### src/hdl/start_length_frame_splitter_unit_defines.svh
// start_length_frame_splitter_unit_defines.svh
// assertion macros for the frame splitter; no dependencies
// expects a clock named clk and a reset named rst in the using module
`ifndef START_LENGTH_FRAME_SPLITTER_UNIT_DEFINES_SVH
`define START_LENGTH_FRAME_SPLITTER_UNIT_DEFINES_SVH

`ifndef SYNTHESIS

// condition holds at every edge outside reset
`define SLFS_ASSERT_ALWAYS(label, cond, msg) \
  label: assert property (@(posedge clk) disable iff (rst) (cond)) else $error(msg);

// antecedent in this cycle implies consequent in the same cycle
`define SLFS_ASSERT_IMPLIES(label, ante, cons, msg) \
  label: assert property (@(posedge clk) disable iff (rst) (ante) |-> (cons)) else $error(msg);

`else

`define SLFS_ASSERT_ALWAYS(label, cond, msg)
`define SLFS_ASSERT_IMPLIES(label, ante, cons, msg)

`endif

`endif

### src/hdl/slfs_pkg.sv
// slfs_pkg.sv
// shared types and constants of the start/length frame splitter
// no dependencies
package slfs_pkg;

  // parse phases
  localparam logic [1:0] PH_HUNT   = 2'd0;
  localparam logic [1:0] PH_LEN_LO = 2'd1;
  localparam logic [1:0] PH_LEN_HI = 2'd2;
  localparam logic [1:0] PH_BODY   = 2'd3;

  // input action codes
  localparam logic ACT_BYTE  = 1'b0;
  localparam logic ACT_CLEAR = 1'b1;

  // start byte after reset
  localparam logic [7:0] START_BYTE_RST = 8'h68;

  // one parse result, valid low when the word yields nothing
  typedef struct packed {
    logic       valid;
    logic [7:0] data;
    logic       first;
    logic       last;
    logic       abort;
  } slfs_result_t;

endpackage

### src/hdl/start_length_frame_splitter_unit.sv
// channel | direction | handshake        | payload
// in      | input     | in_valid/stall   | action, rx_byte
// out     | output    | out_valid/stall  | frame_byte, frame_first, frame_last, frame_abort
// cfg     | input     | cfg_write_en     | cfg_write_data (start byte)
//
// one word per clock sustained while no stalled output holds a word with a result;
// a word with a result passes the input register, the combinational parse step
// between the two registers, then the result register, before it shows at the output.
// reset clears the parse state to hunting and the start byte to 0x68.
// a stalled output holds the input register only for words that give a result;
// words dropped while hunting pass through regardless.
// start_length_frame_splitter_unit.sv: top level, depends on slfs_pkg,
// slfs_parser and start_length_frame_splitter_unit_defines.svh
`include "start_length_frame_splitter_unit_defines.svh"

module start_length_frame_splitter_unit (
  input  logic       clk,
  input  logic       rst,
  input  logic       in_valid,
  output logic       in_stall,
  input  logic       action,
  input  logic [7:0] rx_byte,
  output logic       out_valid,
  input  logic       out_stall,
  output logic [7:0] frame_byte,
  output logic       frame_first,
  output logic       frame_last,
  output logic       frame_abort,
  input  logic       cfg_write_en,
  input  logic [7:0] cfg_write_data
);
  import slfs_pkg::*;

  logic [7:0]   start_byte_q;
  logic         in_reg_valid;
  logic         in_reg_action;
  logic [7:0]   in_reg_byte;
  logic         advance;
  slfs_result_t res;

  // configuration register
  always_ff @(posedge clk) begin
    if (rst) begin
      start_byte_q <= START_BYTE_RST;
    end else if (cfg_write_en) begin
      start_byte_q <= cfg_write_data;
    end
  end

  // parse step, consumes the input register word
  slfs_parser u_parser (
    .clk        (clk),
    .rst        (rst),
    .step       (advance),
    .action     (in_reg_action),
    .rx_byte    (in_reg_byte),
    .start_byte (start_byte_q),
    .res        (res)
  );

  // word leaves input register when it needs no output slot or one is free
  assign advance  = in_reg_valid && (!res.valid || !out_valid || !out_stall);
  assign in_stall = in_reg_valid && !advance;

  // input register
  always_ff @(posedge clk) begin
    if (rst) begin
      in_reg_valid <= 1'b0;
    end else if (!in_stall) begin
      in_reg_valid <= in_valid;
    end
  end

  always_ff @(posedge clk) begin
    if (in_valid && !in_stall) begin
      in_reg_action <= action;
      in_reg_byte   <= rx_byte;
    end
  end

  // result register
  always_ff @(posedge clk) begin
    if (rst) begin
      out_valid <= 1'b0;
    end else if (advance && res.valid) begin
      out_valid <= 1'b1;
    end else if (!out_stall) begin
      out_valid <= 1'b0;
    end
  end

  always_ff @(posedge clk) begin
    if (advance && res.valid) begin
      frame_byte  <= res.data;
      frame_first <= res.first;
      frame_last  <= res.last;
      frame_abort <= res.abort;
    end
  end

  // checks
  `SLFS_ASSERT_IMPLIES(a_stall_needs_word, in_stall, in_reg_valid, "stall with empty input register")
  `SLFS_ASSERT_IMPLIES(a_abort_clean, out_valid && frame_abort, frame_byte == 8'd0 && !frame_first && !frame_last, "abort word carries data")
  `SLFS_ASSERT_IMPLIES(a_first_not_last, out_valid, !(frame_first && frame_last), "first and last on one word")

endmodule

### src/hdl/slfs_parser.sv
// slfs_parser.sv
// frame parse state and the one-word step logic
// depends on slfs_pkg
module slfs_parser (
  input  logic                  clk,
  input  logic                  rst,
  input  logic                  step,
  input  logic                  action,
  input  logic [7:0]            rx_byte,
  input  logic [7:0]            start_byte,
  output slfs_pkg::slfs_result_t res
);
  import slfs_pkg::*;

  logic [1:0]  phase, phase_next;
  logic [7:0]  length_low, length_low_next;
  logic [15:0] bytes_left, bytes_left_next;
  logic [15:0] len;

  assign len = {rx_byte, length_low};

  // next state and result for the word at the parser input
  always_comb begin
    phase_next      = phase;
    length_low_next = length_low;
    bytes_left_next = bytes_left;
    res             = '0;
    if (action == ACT_CLEAR) begin
      phase_next      = PH_HUNT;
      length_low_next = '0;
      bytes_left_next = '0;
      if (phase != PH_HUNT) begin
        res.valid = 1'b1;
        res.abort = 1'b1;
      end
    end else begin
      res.data = rx_byte;
      unique case (phase)
        PH_HUNT: begin
          if (rx_byte == start_byte) begin
            phase_next = PH_LEN_LO;
            res.valid  = 1'b1;
            res.first  = 1'b1;
          end
        end
        PH_LEN_LO: begin
          length_low_next = rx_byte;
          phase_next      = PH_LEN_HI;
          res.valid       = 1'b1;
        end
        PH_LEN_HI: begin
          res.valid = 1'b1;
          if (len == 16'd0) begin
            phase_next      = PH_HUNT;
            length_low_next = '0;
            bytes_left_next = '0;
            res.last        = 1'b1;
          end else begin
            bytes_left_next = len;
            phase_next      = PH_BODY;
          end
        end
        default: begin
          res.valid = 1'b1;
          if (bytes_left <= 16'd1) begin
            phase_next      = PH_HUNT;
            length_low_next = '0;
            bytes_left_next = '0;
            res.last        = 1'b1;
          end else begin
            bytes_left_next = bytes_left - 16'd1;
          end
        end
      endcase
    end
  end

  // state update when a word leaves the input register
  always_ff @(posedge clk) begin
    if (rst) begin
      phase      <= PH_HUNT;
      length_low <= '0;
      bytes_left <= '0;
    end else if (step) begin
      phase      <= phase_next;
      length_low <= length_low_next;
      bytes_left <= bytes_left_next;
    end
  end

endmodule

### config.mk
export PLATFORM = sky130hd
export DESIGN_NAME = start_length_frame_splitter_unit
export DESIGN_NICKNAME = d
export VERILOG_FILES = /design/src/hdl/slfs_pkg.sv /design/src/hdl/start_length_frame_splitter_unit.sv /design/src/hdl/slfs_parser.sv
export VERILOG_INCLUDE_DIRS = /design/src /design/src/hdl
export SDC_FILE = /design/constraint.sdc
export NUM_CORES = 1
export LEC_CHECK = 0
export BUFFER_PORTS_ARGS = -buffer_cell sky130_fd_sc_hd__clkbuf_2
export CAP_MARGIN = 15
export CELL_PAD_IN_SITES_DETAIL_PLACEMENT = 1
export CELL_PAD_IN_SITES_GLOBAL_PLACEMENT = 1
export CORE_MARGIN = 5
export CORE_UTILIZATION = 30
export DETAILED_ROUTE_END_ITERATION = 16
export MAX_ROUTING_LAYER = met4
export PLACE_DENSITY = 0.58
export SLEW_MARGIN = 20
export SYNTH_ARGS = -nofsm -noshare
export SYNTH_HDL_FRONTEND = slang
export SYNTH_SLANG_ARGS = --single-unit
### constraint.sdc
create_clock -name clk -period 3.4 [get_ports clk]
set_clock_uncertainty 0.2 [all_clocks]
set_input_delay 0.34 -clock clk [delete_from_list [all_inputs] [get_ports clk]]
set_output_delay 0.34 -clock clk [all_outputs]
set_load 0.01 [all_outputs]
==> PnR_summary.wiki, run 1 <==
{| class="wikitable"
! Metric !! Value
|-
| Vias/cell || 5.37
|-
| Number of enable-type register cells in the synthesized netlist || 20
|-
| TritonCTS clock tree || done
|-
| Unrepaired setup endpoints after global routing || false
|-
| RD Place Congestion || about 0.78
|-
| R2r worst-path depth || 5
|-
| DR vias || about 2,200
|-
| Sort of element at the end of the critical path || register
|-
| Sinks on Clock Net || 56
|-
| Average cell area after synthesis || 10.1 µm²
|-
| Sequential cell area || 0.00132 mm²
|-
| Number of port buffers || 34
|-
| CP Launch Type || register
|-
| Fin crit period || roughly 2.7 ns
|-
| Net count after synthesis || 295
|-
| Combined area of all synthesized cells || between 0.002 and 0.003 mm²
|-
| Max VDD drop || approximately 0.23 mV
|-
| Number of I/O pins || 35
|-
| Count of hold-fix buffers inserted at cts || 3
|-
| Top area cells in the synthesized netlist || sky130_fd_sc_hd__dfxtp_1 27%, sky130_fd_sc_hd__edfxtp_1 22%, sky130_fd_sc_hd__xor2_1 4.9%, sky130_fd_sc_hd__mux2i_1 4.1%, sky130_fd_sc_hd__nor2_1 3.9%
|-
| Overflow left after global routing || 0
|-
| Detailed-route wire length per cell || 18.4 µm
|-
| Setup-violating endpoint count in the final report || 0
|-
| Final Max Tran Viols || 0
|-
| Distinct cell type count after synthesis || 48
|-
| Static Leakage || 1.24 nW
|-
| Row Count || 34
|-
| Layout cell share with drive strength beyond 1 || around 17%
|-
| Pre-CTS WS || 0.723 ns
|-
| Number of buffers between clock root and the deepest sink || 2
|-
| Fraction of the cycle the final worst path needs || 79.5%
|-
| Global routing usage summed across all routing layers || approximately 14%
|-
| Post-detailed-placement half-perimeter wirelength || 5.75 mm
|-
| Max Fanout on Critical Path || 12
|-
| Footprint of the multi-input gates || 0.00128 mm²
|-
| Critical Path, Cell by Cell || nor4_1 > nand4_1 > and3_1 > nor3_1 > a22o_1
|-
| Arrival time of data at the critical path endpoint || 2.75 ns
|-
| Count of filler cells inserted in the layout || 974
|-
| Endpoint required time on the critical path || 3.45 ns
|-
| First-iteration detailed-routing DRC count || between 80 and 90
|-
| Relative area change from synthesis to final layout || 16.3%
|-
| Number of cells traversed by the worst hold path || 1
|-
| CTS H-Tree Depth || 2
|-
| Final core utilization || 36.0%
|-
| Smallest setup slack after layout || around 0.7 ns
|-
| Placeable core region || 0.00872 mm²
|-
| Die area || 0.0110 mm²
|-
| Category of the most critical setup path || reg -> reg
|-
| Dominant cell type by area after synthesis || sky130_fd_sc_hd__dfxtp_1
|-
| Power consumption || approximately 0.0013 W
|-
| Number of nets in the final layout || 335
|-
| Summed negative setup slack over all endpoints || 0 ns
|-
| Tightest Pin Transition || 0.882 ns
|-
| Initial antenna violation count || 0
|-
| Register-to-register path setup slack || 0.70 ns
|-
| Maximum number of pins on one net before global-route repair || 28
|-
| Slowest library cell on the worst path || sky130_fd_sc_hd__nor3_1
|-
| Top-area cell type share of the netlist area || a little over a quarter
|-
| Most frequent cells in the layout || 36 x sky130_fd_sc_hd__dfxtp_1, 34 x sky130_fd_sc_hd__clkbuf_2, 28 x sky130_fd_sc_hd__nor2_1, 20 x sky130_fd_sc_hd__edfxtp_1, 17 x sky130_fd_sc_hd__nand2_1
|-
| Number of clock buffers inserted by TritonCTS || 5
|-
| Total of flip-flops plus latches after synthesis || 56
|-
| Post-route DRC violation count || 0
|-
| Count of placed standard cells in the final layout, fillers left out || 416
|-
| Number of maximum-capacitance violations || 0
|-
| Width of the die || approximately 100 µm
|-
| Outcome || complete, no violations
|-
| Post-route ant nets || 0
|-
| Dominant synthesized flop cell || sky130_fd_sc_hd__dfxtp_1
|-
| Initial Utilization || 30.9%
|-
| Buffers inserted by post-CTS timing repair || 0
|-
| First-pass DRT Iterations || 4
|-
| Synthesized instance count || 267
|-
| Buffers and inverters on the worst path || 0
|-
| Number of cells on the critical path || 5
|-
| Async set or reset register ratio after synthesis || 0%
|-
| Highest clock rate || 370 MHz
|-
| Overall die height || 105 µm
|-
| Antenna cell count || 0
|-
| Root buffer cell || sky130_fd_sc_hd__clkbuf_8
|-
| Global-route wire length before repair || 12.3 mm
|-
| Total placed cells including tap cells || 401
|-
| Relative slew slack || 41.2%
|-
| Clock transition at the register clock pins on the worst setup and hold paths after CTS || 0.10 ns
|-
| Final number of hold-violating endpoints || 0
|-
| Warning count from the yosys run || 0
|-
| Vias in the first global route || ~2,300
|-
| Most common library cell in the layout ignoring fill and taps || sky130_fd_sc_hd__dfxtp_1
|-
| Largest delay contributor family on the critical path || simple AND/OR/NAND/NOR gates
|-
| Peak per-stage delay on the critical path || between 0.6 and 0.7 ns
|-
| Share of the yosys chip area belonging to registers || 49.0%
|-
| Type of the worst min-delay path || in -> reg
|-
| Number of cells upsized or downsized after cts || 0
|-
| Clock latency at the later pin of the worst-skew pair || 0.30 ns
|-
| Cell Pwr Density || 425 mW/mm²
|-
| WL final || 7.64 mm
|}
-- sequential cells by signal, summed over array words and instances (netlist names), 2 cells and up --
register,flops
in_reg_byte,8
u_parser.length_low,8
start_byte_q,8
u_parser.bytes_left,16
u_parser.phase,2
frame_byte,8
-- Yosys cell counts (7+ instances only) --
master / n
sky130_fd_sc_hd__a21oi_1: 7
sky130_fd_sc_hd__nor4_1: 11
sky130_fd_sc_hd__nor2_1: 28
sky130_fd_sc_hd__nor2b_1: 9
sky130_fd_sc_hd__inv_1: 12
sky130_fd_sc_hd__a221oi_1: 10
sky130_fd_sc_hd__a22o_1: 8
sky130_fd_sc_hd__nor3_1: 14
sky130_fd_sc_hd__clkbuf_1: 9
sky130_fd_sc_hd__dfxtp_1: 36
sky130_fd_sc_hd__mux2i_1: 11
sky130_fd_sc_hd__xor2_1: 15
sky130_fd_sc_hd__edfxtp_1: 20
sky130_fd_sc_hd__nand2_1: 17
-- where the power goes --
| group | leakage [nW] | switching (W) | total, W | internal [W] |
|---|---|---|---|---|
| registers | 0.490 | 0.0000299 | 0.000749 | 0.000720 |
| clock network | 0.0399 | 0.000212 | 0.000356 | 0.000144 |
| logic | 0.706 | 0.000136 | 0.000227 | 0.0000908 |
-- cell type report --
class                   instances  area share, %
flip-flops and latches         56           42.1
clock buffers                   7           2.43
well taps                     108           4.31
inverters                      12           1.44
clock inverters                 1          0.120
repair buffers                 46           8.86
multi-input cells             186           40.7
-- stage by stage --
stage          area [µm²]  hold WS, ns
5_1_grt              3140       0.0144
2_1_floorplan        2700        0.239
4_1_cts              3100     0.000917
6_report             3140       0.0246
3_5_place_dp         2990        0.289
3_3_place_gp         2990        0.279
-- worst register-to-register path: cells and delay by family, from the launching register on --
kind	cells	cell delay, ns
DFF	1	0.52
AOI/OAI and AO/OA	1	0.23
and+or+nand+nor	4	1.70
-- path summary, 6_finish.rpt --
path | start | to
worst max register to register | in_reg_byte[0] | u_parser.length_low[7]
worst max-delay path | in_reg_byte[0] | u_parser.length_low[7]
worst min-delay path | rx_byte[2] | in_reg_byte[2]
worst min register to register | start_byte_q[6] | start_byte_q[6]
-- metal layers --
layer / GRT usage [%] / part of all wire (%) / up-vias / routed length, µm
li1: - / - / 1070 / -
met1: 19.0 / 48 / 1122 / 3660
met2: 22.7 / 48 / 39 / 3660
met3: 2.71 / 3.4 / 4 / 260
met4: 3.20 / 0.73 / 0 / 56
met5: - / 0 / - / 0
-- cells by family (layout without fill, tap and decap cells) --
logic type,count (synthesis),count (layout),share of synthesized area (%)
simple gates,98,98,18.8
mux,11,11,4.08
xor+xnor,15,15,4.87
buf+inv,25,66,3.62
flops,56,56,49.0
fa+ha+maj,6,6,2.78
compound gates,56,56,16.8
Note: power is estimated with default switching activity, not from simulation.
==> inputs of run 2 (changes only) <==
Settings changed: ABC_AREA from default to 1, PLACE_DENSITY 0.58 to 0.6.
Clock period 3.4 ns to 2.8 ns, I/O delays scaled along.
==> PnR_summary.wiki, run 2 <==
{| class="wikitable"
! Metric !! Value
|-
| Warning count from the yosys run || 0 (unchanged)
|-
| Max Fanout on Critical Path || 4 (-8)
|-
| Number of enable-type register cells in the synthesized netlist || 20 (unchanged)
|-
| Post-detailed-placement half-perimeter wirelength || 6.33 mm (+10%)
|-
| Global-route wire length before repair || 13.9 mm (+13%)
|-
| Register-to-register path setup slack || 0.65 ns (-0.05 ns)
|-
| Net count after synthesis || 420 (+42%)
|-
| Fin crit period || about 2.3 ns
|-
| Most used cell along the critical path || sky130_fd_sc_hd__nand2_1
|-
| Share of the yosys chip area belonging to registers || 44.3% (-4.7 points)
|-
| Highest clock rate || about 430 MHz
|-
| Tightest Pin Transition || 0.688 ns (-0.194 ns)
|-
| Initial antenna violation count || 0 (unchanged)
|-
| Startpoint of the most critical register-to-register path || in_reg_byte[7]
|-
| Dominant synthesized flop cell || sky130_fd_sc_hd__dfxtp_1
|-
| Unrepaired setup endpoints after global routing || false
|-
| R2r worst-path depth || 8 (+3)
|-
| Type of the worst min-delay path || in -> reg
|-
| Post-route DRC violation count || 0 (unchanged)
|-
| Buffers inserted by post-CTS timing repair || 0 (unchanged)
|-
| Initial Utilization || 30.7% (-0.25 points)
|-
| First-pass DRT Iterations || 4 (unchanged)
|-
| Arrival time of data at the critical path endpoint || 1.82 ns (-0.93 ns)
|-
| Width of the die || 110 µm (+4.7%)
|-
| RD Place Congestion || 0.857 (+9.9%)
|-
| Outcome || complete, no violations
|-
| Most common library cells after synthesis || 85 x sky130_fd_sc_hd__nand2_1, 55 x sky130_fd_sc_hd__nor2_1, 42 x sky130_fd_sc_hd__inv_1
|-
| Vias in the first global route || 2,776 (+21%)
|-
| Root buffer cell || sky130_fd_sc_hd__clkbuf_8
|-
| Overflow left after global routing || 0 (unchanged)
|-
| Dominant cell type by area after synthesis || sky130_fd_sc_hd__dfxtp_1
|-
| Relative area change from synthesis to final layout || 18.3%
|-
| Number of I/O pins || 35 (unchanged)
|-
| Sequential fraction of design power || 47.6% (-8.6 points)
|-
| Vias/cell || 4.64 (-14%)
|-
| Sort of element at the end of the critical path || output pin
|-
| CTS H-Tree Depth || 2 (unchanged)
|-
| WL final || 8.22 mm (+7.6%)
|-
| Power consumption || 0.00193 W (+45%)
|-
| Number of port buffers || 34 (unchanged)
|-
| Largest delay contributor family on the critical path || simple AND/OR/NAND/NOR gates
|-
| TritonCTS clock tree || done
|-
| Worst hold start || in_valid
|-
| Most common library cell in the layout ignoring fill and taps || sky130_fd_sc_hd__nand2_1
|-
| Non-Filler Cell Area, Final || 0.00353 mm² (+13%)
|-
| Category of the most critical setup path || reg -> out
|-
| Sinks on Clock Net || 56 (unchanged)
|-
| Most used standard cell by instance count after synthesis || sky130_fd_sc_hd__nand2_1
|-
| CP Launch Type || register
|-
| Relative slew slack || 54.1% (+13 points)
|-
| Slowest library cell on the worst path || sky130_fd_sc_hd__edfxtp_1
|-
| Summed negative setup slack over all endpoints || 0 ns (unchanged)
|-
| Max reg flops || 16 (unchanged)
|-
| Buffers and inverters on the worst path || 3 (+3)
|-
| Final number of hold-violating endpoints || 0 (unchanged)
|-
| Endpoint required time on the critical path || 2.32 ns (-1.13 ns)
|-
| Overall die height || 110 µm (+4.7%)
|-
| Max VDD drop || 0.236 mV (+2.5%)
|-
| Reg2reg end || frame_byte[3]
|-
| Number of cells upsized or downsized after cts || 0 (unchanged)
|-
| Setup-violating endpoint count in the final report || 0 (unchanged)
|-
| Peak per-stage delay on the critical path || 0.42 ns (-0.22 ns)
|-
| Async set or reset register ratio after synthesis || 0% (unchanged)
|-
| Critical Path, Cell by Cell || inv_2 > nand2_1 > nand2_1 > nand2_1 > nor2_1 > nand3_2 > nand2_2 > nand3_1 > inv_1 > clkbuf_2
|-
| Layout cell share with drive strength beyond 1 || 16.4% (-0.84 points)
|-
| Final Max Tran Viols || 0 (unchanged)
|-
| Internal Dissipation || 0.00130 W (+36%)
|-
| Switch share || 32.8% (+4.4 points)
|-
| Synthesized instance count || 392 (+47%)
|-
| Die area || 0.0120 mm² (+9.6%)
|-
| Number of buffers between clock root and the deepest sink || 2 (unchanged)
|-
| Number of maximum-capacitance violations || 0 (unchanged)
|-
| Fraction of the cycle the final worst path needs || 82.3%
|-
| DR vias || 2,658 (+19%)
|-
| Static Leakage || 1.55 nW (+25%)
|-
| First-iteration detailed-routing DRC count || 108 (+27%)
|-
| Clock share of power || 27.5% (+0.8 points)
|-
| Power dissipated by switching net loads || 0.000633 W (+67%)
|-
| Combined area of all synthesized cells || 0.00298 mm² (+11%)
|-
| Register with the highest flop count || u_parser.bytes_left
|-
| Clock latency at the later pin of the worst-skew pair || 0.32 ns (+0.02 ns)
|-
| Worst hold margin || 0.0414 ns (+0.0168 ns)
|-
| Row Count || 36 (+5.9%)
|-
| Worst-case hold path end point || in_reg_valid
|-
| Distinct cell type count after synthesis || 34 (-29%)
|-
| Post-route ant nets || 0 (unchanged)
|-
| Average cell area after synthesis || 7.61 µm² (-25%)
|-
| Number of clock buffers inserted by TritonCTS || 5 (unchanged)
|-
| Fraction of power consumed by combinational cells || 24.9% (+7.9 points)
|-
| Cell Pwr Density || 546 mW/mm² (+29%)
|-
| Detailed-route wire length per cell || 14.3 µm (-22%)
|-
| Total of flip-flops plus latches after synthesis || 56 (unchanged)
|-
| Top-area cell type share of the netlist area || 24.2% (-2.6 points)
|-
| Global routing usage summed across all routing layers || 15.2% (+0.91 points)
|-
| Most frequent cells in the layout || 85 x sky130_fd_sc_hd__nand2_1, 55 x sky130_fd_sc_hd__nor2_1, 42 x sky130_fd_sc_hd__inv_1, 36 x sky130_fd_sc_hd__dfxtp_1, 34 x sky130_fd_sc_hd__clkbuf_2
|-
| Number of cells traversed by the worst hold path || 3 (+2)
|-
| Count of filler cells inserted in the layout || 1,252 (+29%)
|-
| Top area cells in the synthesized netlist || sky130_fd_sc_hd__dfxtp_1 24%, sky130_fd_sc_hd__edfxtp_1 20%, sky130_fd_sc_hd__nand2_1 11%, sky130_fd_sc_hd__nor2_1 6.9%, sky130_fd_sc_hd__inv_1 5.3%
|-
| Clock transition at the register clock pins on the worst setup and hold paths after CTS || 0.11 ns (about the same)
|-
| Maximum number of pins on one net before global-route repair || 20 (-29%)
|-
| Post-Place Cell Area || 0.00328 mm² (+9.8%)
|-
| Antenna cell count || 0 (unchanged)
|-
| Number of nets in the final layout || 467 (+39%)
|-
| Placeable core region || 0.00973 mm² (+12%)
|}
==> run 2: cell type report <==
type	instances	area, µm²	area share, %
multi-input cells	276	1410	40.0
flip-flops and latches	56	1320	37.4
repair buffers	51	333	9.43
inverters	49	189	5.35
well taps	133	166	4.71
clock buffers	6	93.8	2.66
clock inverters	2	16.3	0.461
==> run 2: worst max path at each step <==
stage                     endpoint            from  depth (start not counted)
finish                    in_stall  in_reg_byte[6]                         10
global route              in_stall  in_reg_byte[6]                         10
CTS                       in_stall  in_reg_byte[6]                         10
detailed placement     frame_first  in_reg_byte[3]                          8
global placement    in_reg_byte[2]  in_reg_byte[6]                         10
floorplan              frame_abort  in_reg_byte[1]                         10
==> run 2: layer usage <==
metal	part of all wire (%)	vias to the layer above	track usage [%]
met5	0	-	-
met4	0.54	0	2.94
met3	2.7	2	2.17
met2	47	32	25.3
met1	49	1257	19.9
li1	-	1367	-
==> run 2: power groups by stage <==
| stage | Sequential [W] | Combinational, W | Clock [W] |
|---|---|---|---|
| 6_report | 0.000919 | 0.000479 | 0.000530 |
| 5_1_grt | 0.000926 | 0.000546 | 0.000584 |
| 4_1_cts | 0.000919 | 0.000487 | 0.000548 |
| 3_5_place_dp | 0.000938 | 0.000470 | 0 |
| 3_3_place_gp | 0.000937 | 0.000464 | 0 |
| 2_1_floorplan | 0.000932 | 0.000356 | 0 |
==> run 2: logic make-up (layout without fill, tap and decap cells) <==
logic type | count (synthesis) | after routing | synth area share (%)
AO/OA/AOI/OAI | 56 | 56 | 10.5
XOR/XNOR | 12 | 12 | 3.52
buffers and inverters | 60 | 108 | 8.47
flip-flops | 56 | 56 | 44.3
AND/OR/NAND/NOR | 202 | 202 | 30.7
adder cells (fa/ha/maj) | 6 | 6 | 2.52
==> run 2: per-stage QoR <==
| step | setup WS (ns) | util, % | instances |
|---|---|---|---|
| floorplan | 0.856 | - | 392 |
| global placement | 0.651 | 33.7 | 551 |
| detailed placement | 0.656 | 33.7 | 551 |
| CTS | 0.445 | 36.3 | 573 |
| global route | 0.331 | 36.3 | 573 |
| finish | 0.497 | 36.3 | 573 |
==> run 2: worst min-delay path, delay by kind of cell <==
kind	cells	cell delay, ns
AOI/OAI and AO/OA	1	0.07
and+or+nand+nor	1	0.08
buffers and inverters	1	0.08
==> run 2: what timing repair did <==
item / in CTS / in global routing
hold buffers: 14 / 0
endpoints found under the hold margin: 14 / 0
setup endpoints to repair: 0 / 0
==> inputs of run 3 (changes only) <==
Settings changed: ABC_AREA 1 to 0, PLACE_DENSITY 0.6 to 0.58.
Clock period 2.8 ns to 2.25 ns, I/O delays scaled along.
==> PnR_summary.wiki, run 3 (synthesized netlist as in run 1, its figures left out) <==
{| class="wikitable"
! Metric !! Value
|-
| Die area || 0.0110 mm² (-8.8%)
|-
| First-iteration detailed-routing DRC count || 57 (-47%)
|-
| Overall die height || 105 µm (-4.5%)
|-
| Vias in the first global route || 2,551 (-8.1%)
|-
| Clock share of power || 29.9% (+2.4 points)
|-
| Switch share || 27.6% (-5.2 points)
|-
| DR vias || 2,425 (-8.8%)
|-
| Initial antenna violation count || 0 (unchanged)
|-
| Largest delay contributor family on the critical path || simple AND/OR/NAND/NOR gates
|-
| Width of the die || 105 µm (-4.5%)
|-
| Placeable core region || 0.00872 mm² (-10%)
|-
| Endpoint required time on the critical path || 1.82 ns (-0.50 ns)
|-
| Vias/cell || 5.19 (+12%)
|-
| CP Launch Type || register
|-
| Tightest Pin Transition || 0.397 ns (-0.291 ns)
|-
| Pre-CTS WS || -0.0974 ns (-0.753 ns)
|-
| Number of port buffers || 34 (unchanged)
|-
| Maximum number of pins on one net before global-route repair || 28 (+40%)
|-
| Fin crit period || 2.36 ns
|-
| Total placed cells including tap cells || 434 (-21%)
|-
| Total length of routed met3 wires || 296 µm (+34%)
|-
| Highest clock rate || 424 MHz
|-
| Max Fanout on Critical Path || 4 (unchanged)
|-
| Internal Dissipation || 0.00168 W (+30%)
|-
| Fraction of the cycle the final worst path needs || 105%
|-
| Worst hold margin || 0.0367 ns (-0.00474 ns)
|-
| Count of placed standard cells in the final layout, fillers left out || 467 (-18%)
|-
| Number of maximum-capacitance violations || 0 (unchanged)
|-
| Detailed-route wire length per cell || 17.5 µm (+22%)
|-
| Relative area change from synthesis to final layout || 40.9%
|-
| Relative slew slack || 73.5% (+19 points)
|-
| WL final || 8.15 mm (-0.75%)
|-
| Peak per-stage delay on the critical path || 0.45 ns (+0.03 ns)
|-
| Metal-1 WL || 3.76 mm (-7.5%)
|-
| Number of nets in the final layout || 386 (-17%)
|-
| Max VDD drop || 0.339 mV (+44%)
|-
| Uppermost layer routed || met4
|-
| Number of I/O pins || 35 (unchanged)
|-
| Number of buffers between clock root and the deepest sink || 2 (unchanged)
|-
| Global-route wire length before repair || 13.4 mm (-3.2%)
|-
| First-pass DRT Iterations || 4 (unchanged)
|-
| Max reg flops || 16 (unchanged)
|-
| RD Place Congestion || 0.773 (-9.9%)
|-
| Sinks on Clock Net || 56 (unchanged)
|-
| Antenna cell count || 0 (unchanged)
|-
| Failing checks || negative setup slack
|-
| Power dissipated by switching net loads || 0.000642 W (+1.4%)
|-
| Count of filler cells inserted in the layout || 968 (-23%)
|-
| Summed negative setup slack over all endpoints || -0.954 ns (-0.954 ns)
|-
| Most frequent cells in the layout || 41 x sky130_fd_sc_hd__buf_4, 35 x sky130_fd_sc_hd__dfxtp_1, 33 x sky130_fd_sc_hd__clkbuf_2, 26 x sky130_fd_sc_hd__nor2_1, 20 x sky130_fd_sc_hd__edfxtp_1
|-
| Post-route ant nets || 0 (unchanged)
|-
| Setup-violating endpoint count in the final report || 12 (+12)
|-
| Layout cell share with drive strength beyond 1 || 34.3% (+18 points)
|-
| Number of clock buffers inserted by TritonCTS || 5 (unchanged)
|-
| Static Leakage || 1.56 nW (+0.61%)
|-
| Root buffer cell || sky130_fd_sc_hd__clkbuf_8
|-
| TritonCTS clock tree || done
|-
| Smallest setup slack after layout || -0.110 ns (-0.607 ns)
|-
| Final number of hold-violating endpoints || 0 (unchanged)
|-
| Row Count || 34 (-5.6%)
|-
| Register with the highest flop count || u_parser.bytes_left
|-
| Fraction of power consumed by combinational cells || 21.8% (-3.1 points)
|-
| Initial Utilization || 30.9% (+0.25 points)
|-
| Post-detailed-placement half-perimeter wirelength || 6.01 mm (-5.0%)
|-
| Post-route DRC violation count || 0 (unchanged)
|-
| Type of the worst min-delay path || in -> reg
|-
| Sort of element at the end of the critical path || output pin
|-
| Cell Pwr Density || 611 mW/mm² (+12%)
|-
| Global routing usage summed across all routing layers || 15.4% (+0.19 points)
|-
| CTS H-Tree Depth || 2 (unchanged)
|-
| Category of the most critical setup path || reg -> out
|-
| Clock latency at the later pin of the worst-skew pair || 0.31 ns (about the same)
|-
| Outcome || complete, but fails checks
|-
| Overflow left after global routing || 0 (unchanged)
|-
| Critical Path, Cell by Cell || buf_6 > xor2_2 > nor4_2 > a41o_1 > nand2_2 > nor2_2 > buf_2
|-
| Clock transition at the register clock pins on the worst setup and hold paths after CTS || 0.10 ns (about the same)
|-
| Unrepaired setup endpoints after global routing || true
|-
| Final Max Tran Viols || 0 (unchanged)
|-
| Slowest library cell on the worst path || sky130_fd_sc_hd__edfxtp_1
|-
| Metal2 WL || 4.00 mm (+2.9%)
|-
| Arrival time of data at the critical path endpoint || 1.94 ns (+0.12 ns)
|-
| Most common library cell in the layout ignoring fill and taps || sky130_fd_sc_hd__buf_4
|-
| Sequential fraction of design power || 48.4% (+0.8 points)
|-
| Buffers and inverters on the worst path || 2 (-1)
|}
==> run 3: cell count changes in the layout (fill, tap and decap cells not counted), moves of 9 or more <==
cell	previous run	this run
sky130_fd_sc_hd__inv_1	42	12
sky130_fd_sc_hd__a21oi_1	26	6
sky130_fd_sc_hd__nor2_1	55	26
sky130_fd_sc_hd__nand3_1	28	3
sky130_fd_sc_hd__nand2_1	85	16
sky130_fd_sc_hd__nand4_1	10	1
sky130_fd_sc_hd__mux2i_1	0	11
sky130_fd_sc_hd__buf_4	3	41
sky130_fd_sc_hd__o21ai_0	14	2
sky130_fd_sc_hd__nor2b_1	0	9
==> run 3: routing by layer <==
layer | GRT usage, % | up-vias
met4 | 4.11 | 0
met2 | 24.8 | 47
met1 | 19.9 | 1193
li1 | - | 1177
met5 | - | -
met3 | 2.90 | 8
==> run 3: power by group through the flow <==
stage	Combinational [W]	Sequential (W)	Clock [W]
detailed placement	0.000419	0.00114	0
CTS	0.000452	0.00112	0.000719
finish	0.000505	0.00112	0.000693
floorplan	0.000251	0.00114	0
global placement	0.000410	0.00114	0
global route	0.000550	0.00113	0.000765
==> run 3: stage by stage <==
stage                     util [%]  instance area (µm²)  total power [W]
after floorplan                  -                 2700          0.00139
after global placement        37.6                 3280          0.00155
after detailed placement      37.6                 3280          0.00156
after CTS                     41.2                 3600          0.00229
after global routing          43.6                 3800          0.00244
final                         43.6                 3800          0.00232
==> run 3: final timing paths <==
kind	cells after the start	start	endpoint	slack (ns)
min	3	out_stall	in_reg_valid	0.04
min reg2reg	2	start_byte_q[5]	start_byte_q[5]	0.31
max reg2reg	8	in_reg_byte[0]	frame_byte[3]	-0.08
max	7	in_reg_byte[0]	in_stall	-0.11
==> run 3: area by class of cell <==
type | instances | area, µm² | share of cell area (%)
clock buffer | 6 | 82.6 | 2.17
sequential | 56 | 1320 | 34.8
timing repair buffer | 97 | 729 | 19.2
clock inverter | 2 | 33.8 | 0.889
inverter | 12 | 45.0 | 1.19
multi-input combinational | 186 | 1450 | 38.2
tap | 108 | 135 | 3.56
==> run 3: worst reg2reg max path, delay by kind of cell, from the launching register on <==
kind | cells | cell delay, ns
and+or+nand+nor | 2 | 0.41
AOI/OAI and AO/OA | 2 | 0.40
xor gates and xnor gates | 1 | 0.13
DFF | 1 | 0.45
buffers and inverters | 3 | 0.45
==> run 3: what timing repair did <==
item | 4_1_cts | 5_1_grt
hold endpoints to repair | 18 | 0
setup endpoints to repair | 39 | 46
resized for setup | 4 | 30
pin swaps | 0 | 16
hold buffers | 18 | 0
buffers inserted | 0 | 7
